## src/swcd_pkg.sv

```systemverilog
// ----------------------------------------------------------------------------
// swcd_pkg
// Shared types and constants for the speed window crash detector.
// ----------------------------------------------------------------------------
package swcd_pkg;

   localparam int LONG_W     = 13;
   localparam int LAT_W      = 10;
   localparam int MAG_W      = 14;
   localparam int LIM_W      = 8;
   localparam int RAD_W      = 2 * MAG_W;
   localparam int REM_W      = MAG_W + 1;
   localparam int ROOT_STEPS = MAG_W;
   localparam int STEP_W     = $clog2(ROOT_STEPS);

   localparam int HISTORY_DEPTH_DEF = 5;

   localparam logic [LIM_W-1:0] LOW_LIMIT_RST  = LIM_W'(7);
   localparam logic [LIM_W-1:0] HIGH_LIMIT_RST = LIM_W'(10);

   typedef enum logic {
      CSR_LOW_LIMIT  = 1'b0,
      CSR_HIGH_LIMIT = 1'b1
   } csr_index_type;

   typedef enum logic [1:0] {
      ST_IDLE,
      ST_SQUARE,
      ST_ROOT,
      ST_COMMIT
   } state_type;

   typedef struct packed {
      logic load;
      logic square;
      logic root_step;
      logic commit;
   } cmd_type;

   typedef struct packed {
      logic out_free;
   } status_type;

endpackage

```

## src/speed_window_crash_detect.sv

```systemverilog
// ----------------------------------------------------------------------------
// speed_window_crash_detect
// Speed magnitude by integer square root, sliding history, sticky crash flag.
// ----------------------------------------------------------------------------
// sequence: accept, square, root (one bit per cycle, 14 root bits), commit
//   to rsp_valid, plus any wait for the previous rsp word to leave
// no new req word is accepted until the last one commits (req_ready in idle)
// reset: synchronous; history and crash flag cleared, limits back to 7 and 10
// ----------------------------------------------------------------------------
module speed_window_crash_detect #(
   parameter int HISTORY_DEPTH = swcd_pkg::HISTORY_DEPTH_DEF
) (
   input  logic                                  clock,
   input  logic                                  reset,
   input  logic                                  req_valid,
   output logic                                  req_ready,
   input  logic [swcd_pkg::LONG_W-1:0]           req_speed_long,
   input  logic signed [swcd_pkg::LAT_W-1:0]     req_speed_lat,
   input  logic                                  req_clear_alarm,
   output logic                                  rsp_valid,
   input  logic                                  rsp_ready,
   output logic [swcd_pkg::MAG_W-1:0]            rsp_speed_mag,
   output logic                                  rsp_crash_flag,
   input  logic                                  csr_wr_en,
   input  swcd_pkg::csr_index_type               csr_index,
   input  logic [swcd_pkg::LIM_W-1:0]            csr_wdata
);

   swcd_pkg::cmd_type    cmd;
   swcd_pkg::status_type status;

   swcd_ctrl u_ctrl (
      .clock     (clock),
      .reset     (reset),
      .req_valid (req_valid),
      .req_ready (req_ready),
      .status    (status),
      .cmd       (cmd)
   );

   swcd_dp #(
      .HISTORY_DEPTH (HISTORY_DEPTH)
   ) u_dp (
      .clock           (clock),
      .reset           (reset),
      .cmd             (cmd),
      .status          (status),
      .req_speed_long  (req_speed_long),
      .req_speed_lat   (req_speed_lat),
      .req_clear_alarm (req_clear_alarm),
      .csr_wr_en       (csr_wr_en),
      .csr_index       (csr_index),
      .csr_wdata       (csr_wdata),
      .rsp_valid       (rsp_valid),
      .rsp_ready       (rsp_ready),
      .rsp_speed_mag   (rsp_speed_mag),
      .rsp_crash_flag  (rsp_crash_flag)
   );

endmodule

```

## src/swcd_ctrl.sv

```systemverilog
// ----------------------------------------------------------------------------
// swcd_ctrl
// Sequencer: accept, square, one root bit per cycle, commit to output.
// ----------------------------------------------------------------------------
module swcd_ctrl (
   input  logic                  clock,
   input  logic                  reset,
   input  logic                  req_valid,
   output logic                  req_ready,
   input  swcd_pkg::status_type  status,
   output swcd_pkg::cmd_type     cmd
);

   swcd_pkg::state_type              state_ff, state_in;
   logic [swcd_pkg::STEP_W-1:0]      step_cnt_ff, step_cnt_in;
   logic                             last_step;

   assign last_step = (step_cnt_ff == swcd_pkg::STEP_W'(swcd_pkg::ROOT_STEPS - 1));

   always_comb begin
      state_in = state_ff;
      case (state_ff)
         swcd_pkg::ST_IDLE: begin
            if (req_valid) state_in = swcd_pkg::ST_SQUARE;
         end
         swcd_pkg::ST_SQUARE: begin
            state_in = swcd_pkg::ST_ROOT;
         end
         swcd_pkg::ST_ROOT: begin
            if (last_step) state_in = swcd_pkg::ST_COMMIT;
         end
         swcd_pkg::ST_COMMIT: begin
            if (status.out_free) state_in = swcd_pkg::ST_IDLE;
         end
         default: begin
            state_in = swcd_pkg::ST_IDLE;
         end
      endcase
   end

   always_comb begin
      cmd         = '0;
      req_ready   = 1'b0;
      step_cnt_in = step_cnt_ff;
      case (state_ff)
         swcd_pkg::ST_IDLE: begin
            req_ready   = 1'b1;
            cmd.load    = req_valid;
         end
         swcd_pkg::ST_SQUARE: begin
            cmd.square  = 1'b1;
            step_cnt_in = '0;
         end
         swcd_pkg::ST_ROOT: begin
            cmd.root_step = 1'b1;
            step_cnt_in   = step_cnt_ff + 1'b1;
         end
         swcd_pkg::ST_COMMIT: begin
            cmd.commit = status.out_free;
         end
         default: begin
            cmd = '0;
         end
      endcase
   end

   always_ff @(posedge clock) begin
      if (reset) begin
         state_ff    <= swcd_pkg::ST_IDLE;
         step_cnt_ff <= '0;
      end else begin
         state_ff    <= state_in;
         step_cnt_ff <= step_cnt_in;
      end
   end

endmodule

```

## src/swcd_dp.sv

```systemverilog
// ----------------------------------------------------------------------------
// swcd_dp
// Datapath: squares, bit-serial square root, speed history, crash latch,
// limit registers and the result register.
// ----------------------------------------------------------------------------
module swcd_dp #(
   parameter int HISTORY_DEPTH = swcd_pkg::HISTORY_DEPTH_DEF
) (
   input  logic                                   clock,
   input  logic                                   reset,
   input  swcd_pkg::cmd_type                      cmd,
   output swcd_pkg::status_type                   status,
   input  logic [swcd_pkg::LONG_W-1:0]            req_speed_long,
   input  logic signed [swcd_pkg::LAT_W-1:0]      req_speed_lat,
   input  logic                                   req_clear_alarm,
   input  logic                                   csr_wr_en,
   input  swcd_pkg::csr_index_type                csr_index,
   input  logic [swcd_pkg::LIM_W-1:0]             csr_wdata,
   output logic                                   rsp_valid,
   input  logic                                   rsp_ready,
   output logic [swcd_pkg::MAG_W-1:0]             rsp_speed_mag,
   output logic                                   rsp_crash_flag
);

   localparam int MW = swcd_pkg::MAG_W;
   localparam int RW = swcd_pkg::RAD_W;
   localparam int EW = swcd_pkg::REM_W;
   localparam int LW = swcd_pkg::LIM_W;
   localparam int XW = swcd_pkg::LONG_W;
   localparam int YW = swcd_pkg::LAT_W;

   // operand capture
   logic [XW-1:0]   long_ff;
   logic [YW-1:0]   lat_abs_ff, lat_abs_in;
   logic            clr_ff;

   // limits
   logic [LW-1:0]   low_lim_ff, high_lim_ff;

   // square root
   logic [RW-1:0]   rad_ff, rad_in;
   logic [MW-1:0]   root_ff, root_in;
   logic [EW-1:0]   rem_ff, rem_in;
   logic [2*XW-1:0] long_sq;
   logic [2*YW-1:0] lat_sq;
   logic [EW+1:0]   rem_sh, trial, rem_diff;

   // history and result
   logic [MW-1:0]   hist_ff [HISTORY_DEPTH];
   logic            crash_ff, crash_in, hit;
   logic [MW:0]     bound_low, bound_high;
   logic            rsp_valid_ff;
   logic [MW-1:0]   out_mag_ff;
   logic            out_flag_ff;

   assign lat_abs_in = req_speed_lat[YW-1] ? (~req_speed_lat + 1'b1) : req_speed_lat;

   assign long_sq = (2*XW)'(long_ff) * (2*XW)'(long_ff);
   assign lat_sq  = (2*YW)'(lat_abs_ff) * (2*YW)'(lat_abs_ff);

   assign rem_sh   = {rem_ff, rad_ff[RW-1 -: 2]};
   assign trial    = {1'b0, root_ff, 2'b01};
   assign rem_diff = rem_sh - trial;

   always_comb begin
      rad_in  = rad_ff;
      root_in = root_ff;
      rem_in  = rem_ff;
      if (cmd.square) begin
         rad_in  = RW'(long_sq) + RW'(lat_sq);
         root_in = '0;
         rem_in  = '0;
      end else if (cmd.root_step) begin
         rad_in = {rad_ff[RW-3:0], 2'b00};
         if (rem_sh >= trial) begin
            rem_in  = rem_diff[EW-1:0];
            root_in = {root_ff[MW-2:0], 1'b1};
         end else begin
            rem_in  = rem_sh[EW-1:0];
            root_in = {root_ff[MW-2:0], 1'b0};
         end
      end
   end

   // window compare against the entry that becomes oldest after the shift
   assign bound_low  = {1'b0, hist_ff[1]} + (MW+1)'({low_lim_ff, 2'b00});
   assign bound_high = {1'b0, hist_ff[1]} + (MW+1)'({high_lim_ff, 2'b00});
   assign hit        = ({1'b0, root_ff} > bound_low) && ({1'b0, root_ff} < bound_high);
   assign crash_in   = clr_ff ? 1'b0 : (crash_ff | hit);

   assign status.out_free = !rsp_valid_ff || rsp_ready;

   always_ff @(posedge clock) begin
      if (cmd.load) begin
         long_ff    <= req_speed_long;
         lat_abs_ff <= lat_abs_in;
         clr_ff     <= req_clear_alarm;
      end
      rad_ff  <= rad_in;
      root_ff <= root_in;
      rem_ff  <= rem_in;
      if (cmd.commit) begin
         out_mag_ff  <= root_ff;
         out_flag_ff <= crash_in;
      end
   end

   always_ff @(posedge clock) begin
      if (reset) begin
         low_lim_ff   <= swcd_pkg::LOW_LIMIT_RST;
         high_lim_ff  <= swcd_pkg::HIGH_LIMIT_RST;
         crash_ff     <= 1'b0;
         rsp_valid_ff <= 1'b0;
         for (int i = 0; i < HISTORY_DEPTH; i++) begin
            hist_ff[i] <= '0;
         end
      end else begin
         if (csr_wr_en) begin
            case (csr_index)
               swcd_pkg::CSR_LOW_LIMIT:  low_lim_ff  <= csr_wdata;
               swcd_pkg::CSR_HIGH_LIMIT: high_lim_ff <= csr_wdata;
               default: begin
               end
            endcase
         end
         if (cmd.commit) begin
            crash_ff     <= crash_in;
            rsp_valid_ff <= 1'b1;
            for (int i = 0; i < HISTORY_DEPTH - 1; i++) begin
               hist_ff[i] <= hist_ff[i+1];
            end
            hist_ff[HISTORY_DEPTH-1] <= root_ff;
         end else if (rsp_ready) begin
            rsp_valid_ff <= 1'b0;
         end
      end
   end

   assign rsp_valid      = rsp_valid_ff;
   assign rsp_speed_mag  = out_mag_ff;
   assign rsp_crash_flag = out_flag_ff;

   a_cmd_onehot: assert property (@(posedge clock) disable iff (reset)
      $onehot0({cmd.load, cmd.square, cmd.root_step, cmd.commit}))
      else $error("more than one datapath command");

   a_commit_free: assert property (@(posedge clock) disable iff (reset)
      cmd.commit |-> status.out_free)
      else $error("commit while result word still pending");

   a_clear_wins: assert property (@(posedge clock) disable iff (reset)
      cmd.commit && clr_ff |=> !rsp_crash_flag && !crash_ff)
      else $error("clear did not drop crash flag");

   a_hist_newest: assert property (@(posedge clock) disable iff (reset)
      cmd.commit |=> hist_ff[HISTORY_DEPTH-1] == rsp_speed_mag)
      else $error("history newest entry differs from result");

endmodule
```

## config.mk

```make
export PLATFORM = sky130hd
export DESIGN_NAME = speed_window_crash_detect
export DESIGN_NICKNAME = d
export VERILOG_FILES = /design/src/swcd_pkg.sv /design/src/speed_window_crash_detect.sv /design/src/swcd_ctrl.sv /design/src/swcd_dp.sv
export SDC_FILE = /design/constraint.sdc
export NUM_CORES = 1
export LEC_CHECK = 0
export BUFFER_PORTS_ARGS = -buffer_cell sky130_fd_sc_hd__buf_2
export CORE_MARGIN = 2
export CORE_UTILIZATION = 50
export DETAILED_ROUTE_END_ITERATION = 8
export GPL_ROUTABILITY_DRIVEN = 0
export HOLD_SLACK_MARGIN = 0.15
export PLACE_DENSITY = 0.77
export SLEW_MARGIN = 20
export SYNTH_ARGS = -nofsm -noshare
export SYNTH_HDL_FRONTEND = slang
export SYNTH_HIERARCHICAL = 1
export SYNTH_SLANG_ARGS = --single-unit
export TNS_END_PERCENT = 100
```

## constraint.sdc

```tcl
create_clock -name clock -period 7.56 [get_ports clock]
set_input_delay 2.268 -clock clock [delete_from_list [all_inputs] [get_ports clock]]
set_output_delay 2.268 -clock clock [all_outputs]
set_load 0.01 [all_outputs]
```

==> metrics.cfg <==
[grt]
first_pass_grt_wire_length_mm=57.89
grt_start_max_net_pins=65
grt_overflow=0
grtUsageTotal_pct=20.22
grt_pass1_vias=12330
antenna_violations_before_repair=0

[detailed_routing]
drt_drc_violations_left=0
routed_via_density=5.368
wl_mm=33.38
postRouteAntennaNets=0
avgRoutedWirePerCell_um=15.38
route.vias.total=11654
firstDrtPassIters=7
initialDrtViolationCount=936

[sta]
timing.fmax_mhz=143.6
final-hold-violation-count=0
fin_crit_sh_pct=92.11
grt_setup_unrepaired=false
timing.clock.skew_ns=0.01200
fin_crit_ns=6.964
report.final.setup_viol=0
tns_ns=0
finalMaxSlewViolations=0
timing_worst_slew_pin_value_ns=0.8768
slew_headroom_pct=41.55
fin_ws_ns=0.5965

[worst_setup_path]
cp_num_buf_inv=5
setup.worst_path.end_class=register
worstReg2RegEnd=u_dp/rad_ff[24]
crit_path_cell_trace=nand2_1, fa_1, fa_1, inv_1, fa_1, inv_1, fa_1, inv_1, fa_1, fa_1, inv_1, fa_1, inv_1, ha_1, nand2_1, o21ai_0, nor2_1, a2111oi_2, a211oi_2, xnor2_1, mux2_2
rr_worst_depth=21
r2r_start=u_dp/long_ff[8]
slowest_delay_ns=0.74
cp.required_ns=7.75
setup.worst_path.start_class=register
path_delay_family=adder cells
worstSetupPathType=register to register
ff2ff_setup_slack_ns=0.60
cp_common_cell=sky130_fd_sc_hd__fa_1
cp.arrival_ns=7.16
critical_path.max_fanout=13
critPathSlowestCell=sky130_fd_sc_hd__edfxtp_1

[logic_synthesis]
ys.flop_type=sky130_fd_sc_hd__edfxtp_1
synth_top_area_cell=sky130_fd_sc_hd__edfxtp_1
syn_avg_cell_area_um2=10.05
syn_area_um2=16950
netlist_top_cells_area=sky130_fd_sc_hd__edfxtp_1, sky130_fd_sc_hd__fa_1, sky130_fd_sc_hd__ha_1
yosys.cell_count.top_type=sky130_fd_sc_hd__inv_1
seq_area_frac_synth_pct=28.06
post_synth_fa_ha_maj_area_fraction_pct=35.77
dominant_combinational_cell_family_by_area_after_synthesis=adder cells
xor_xnor_fraction_of_synth_area_pct=3.515
synth_nets=2098
synth.lib_cells_used.distinct=74
synth_edf_count=123
synthesized_area_fraction_occupied_by_ao_oa_aoi_and_oai_cells_pct=9.178
synth_simple_gate_area_share_pct=12.26
netlist.area_leader.share_pct=21.80
postSynth.asyncResetShare_pct=0
postSynthCellCount=1686
count_of_state_elements_after_synthesis=176
post_synth_most_frequent_cells=sky130_fd_sc_hd__inv_1, sky130_fd_sc_hd__ha_1, sky130_fd_sc_hd__fa_1
ys_warn_count=6
synth_mux_area_share_pct=2.621

[min_path]
min_from=u_dp/low_lim_ff[6]
whs_path_depth=2
worst_hold_path.endpoint=u_dp/low_lim_ff[6]
hp_class=register to register

[cts]
numClockSinks=176
cts_buffer_depth=2
cts_tree=done
cts-buffers-inserted=17
ctsHtreeMaxLevel=4
cts_hold_repair.buffers=0
root_buffer=sky130_fd_sc_hd__clkbuf_16
cts_resized=0
clk_latency_ns=0.44
cts_post_setup_buffers_inserted=0
clk_transition_reported_paths_ns=0.07

[outcome]
run_status=complete, no violations

[placed_design]
dp_hpwl_mm=25.85
place_worst_setup_slack_ns=0.6568
numPortBuffers=54
post_dp_cell_area_um2=17580

[finish]
layout.cell_area.non_filler_um2=18210
final_layout_size_suffix_gt1_share_pct=7.661
insertedDiodeCount=0
nFillCells=2797
layout-area-overhead-vs-synth_pct=7.487
nNetsFinal=2122

[floorplan]
die_area_um2=35380
die_w_um=188.1
initial_core_util_pct=50.66
fp.dieH_um=188.1
placementRows=67
ios=55
placeableCoreArea_um2=33450

[run]
max-cap-violations=0

==> final cells by class <==
type | instances | area (µm²) | share of cell area [%]
Multi-Input combinational cell | 1132 | 10740 | 58.98
Sequential cell | 176 | 4755 | 26.10
Inverter | 324 | 1216 | 6.677
Tap cell | 448 | 560.5 | 3.078
Clock buffer | 17 | 425.4 | 2.336
Timing Repair Buffer | 59 | 307.8 | 1.690
Clock inverter | 15 | 207.7 | 1.140
==> cells in the final DEF, fill, tap and decap left out, types with 53 or more instances in the layout <==
cell	synthesis	final
sky130_fd_sc_hd__nand2_1	141	141
sky130_fd_sc_hd__inv_1	323	323
sky130_fd_sc_hd__nor2_1	80	79
sky130_fd_sc_hd__ha_1	190	188
sky130_fd_sc_hd__dfxtp_1	53	53
sky130_fd_sc_hd__edfxtp_1	123	123
sky130_fd_sc_hd__fa_1	184	184
sky130_fd_sc_hd__a21oi_1	64	64
sky130_fd_sc_hd__buf_2	1	54
sky130_fd_sc_hd__and2_1	103	103
==> sequential cells by signal, summed over array words and instances (netlist names) <==
name / flops
u_dp/lat_abs_ff: 10
u_dp/rem_ff: 15
u_dp/long_ff: 13
u_dp/low_lim_ff: 8
u_dp/crash_ff: 1
u_ctrl/step_cnt_ff: 4
u_dp/hist_ff: 56
u_dp/high_lim_ff: 8
u_dp/rsp_speed_mag: 14
u_dp/rsp_valid: 1
u_dp/rad_ff: 28
u_dp/root_ff: 14
u_dp/rsp_crash_flag: 1
u_ctrl/state_ff: 2
u_dp/clr_ff: 1
==> worst min-delay path, cell delays in order (launching register included) <==
cell and delay, ns:
sky130_fd_sc_hd__dfxtp_1 0.32, sky130_fd_sc_hd__nand2_1 0.05, sky130_fd_sc_hd__a21oi_1 0.05
==> metrics by stage <==
stage	cells	utilization (%)	hold WS, ns
2_1_floorplan	1686	-	0.4406
3_3_place_gp	2139	52.56	0.4552
3_5_place_dp	2139	52.56	0.4576
4_1_cts	2171	54.45	0.4703
5_1_grt	2171	54.45	0.4833
6_report	2171	54.45	0.4710
==> routing by layer <==
| metal | wire [µm] | track usage [%] |
|---|---|---|
| met1 | 14100 | 25.42 |
| met2 | 16490 | 35.14 |
| met3 | 1615 | 2.583 |
| met4 | 1172 | 8.571 |
| met5 | 0 | 0 |
==> worst max path at each step <==
stage | start | end | slack (ns) | cells after the start
final | u_dp/long_ff[8] | u_dp/rad_ff[24] | 0.60 | 21
after global routing | u_dp/lat_abs_ff[0] | u_dp/rad_ff[24] | 0.29 | 20
after CTS | u_dp/long_ff[8] | u_dp/rad_ff[24] | 0.63 | 21
after detailed placement | u_dp/long_ff[8] | u_dp/rad_ff[24] | 0.66 | 21
after global placement | u_dp/lat_abs_ff[0] | u_dp/rad_ff[24] | 0.80 | 20
after floorplan | u_dp/lat_abs_ff[3] | u_dp/rad_ff[19] | 1.15 | 22
==> cell families (layout without fill, tap and decap cells) <==
group / count (synthesis) / after routing
compound gates: 227 / 227
xor+xnor: 68 / 68
fa+ha+maj: 374 / 374
buf+inv: 378 / 415
flops: 176 / 176
mux: 42 / 42
simple gates: 421 / 421
Power is not shown: default switching activity piles up to over one toggle a cycle in this logic, so the estimate is an artifact.
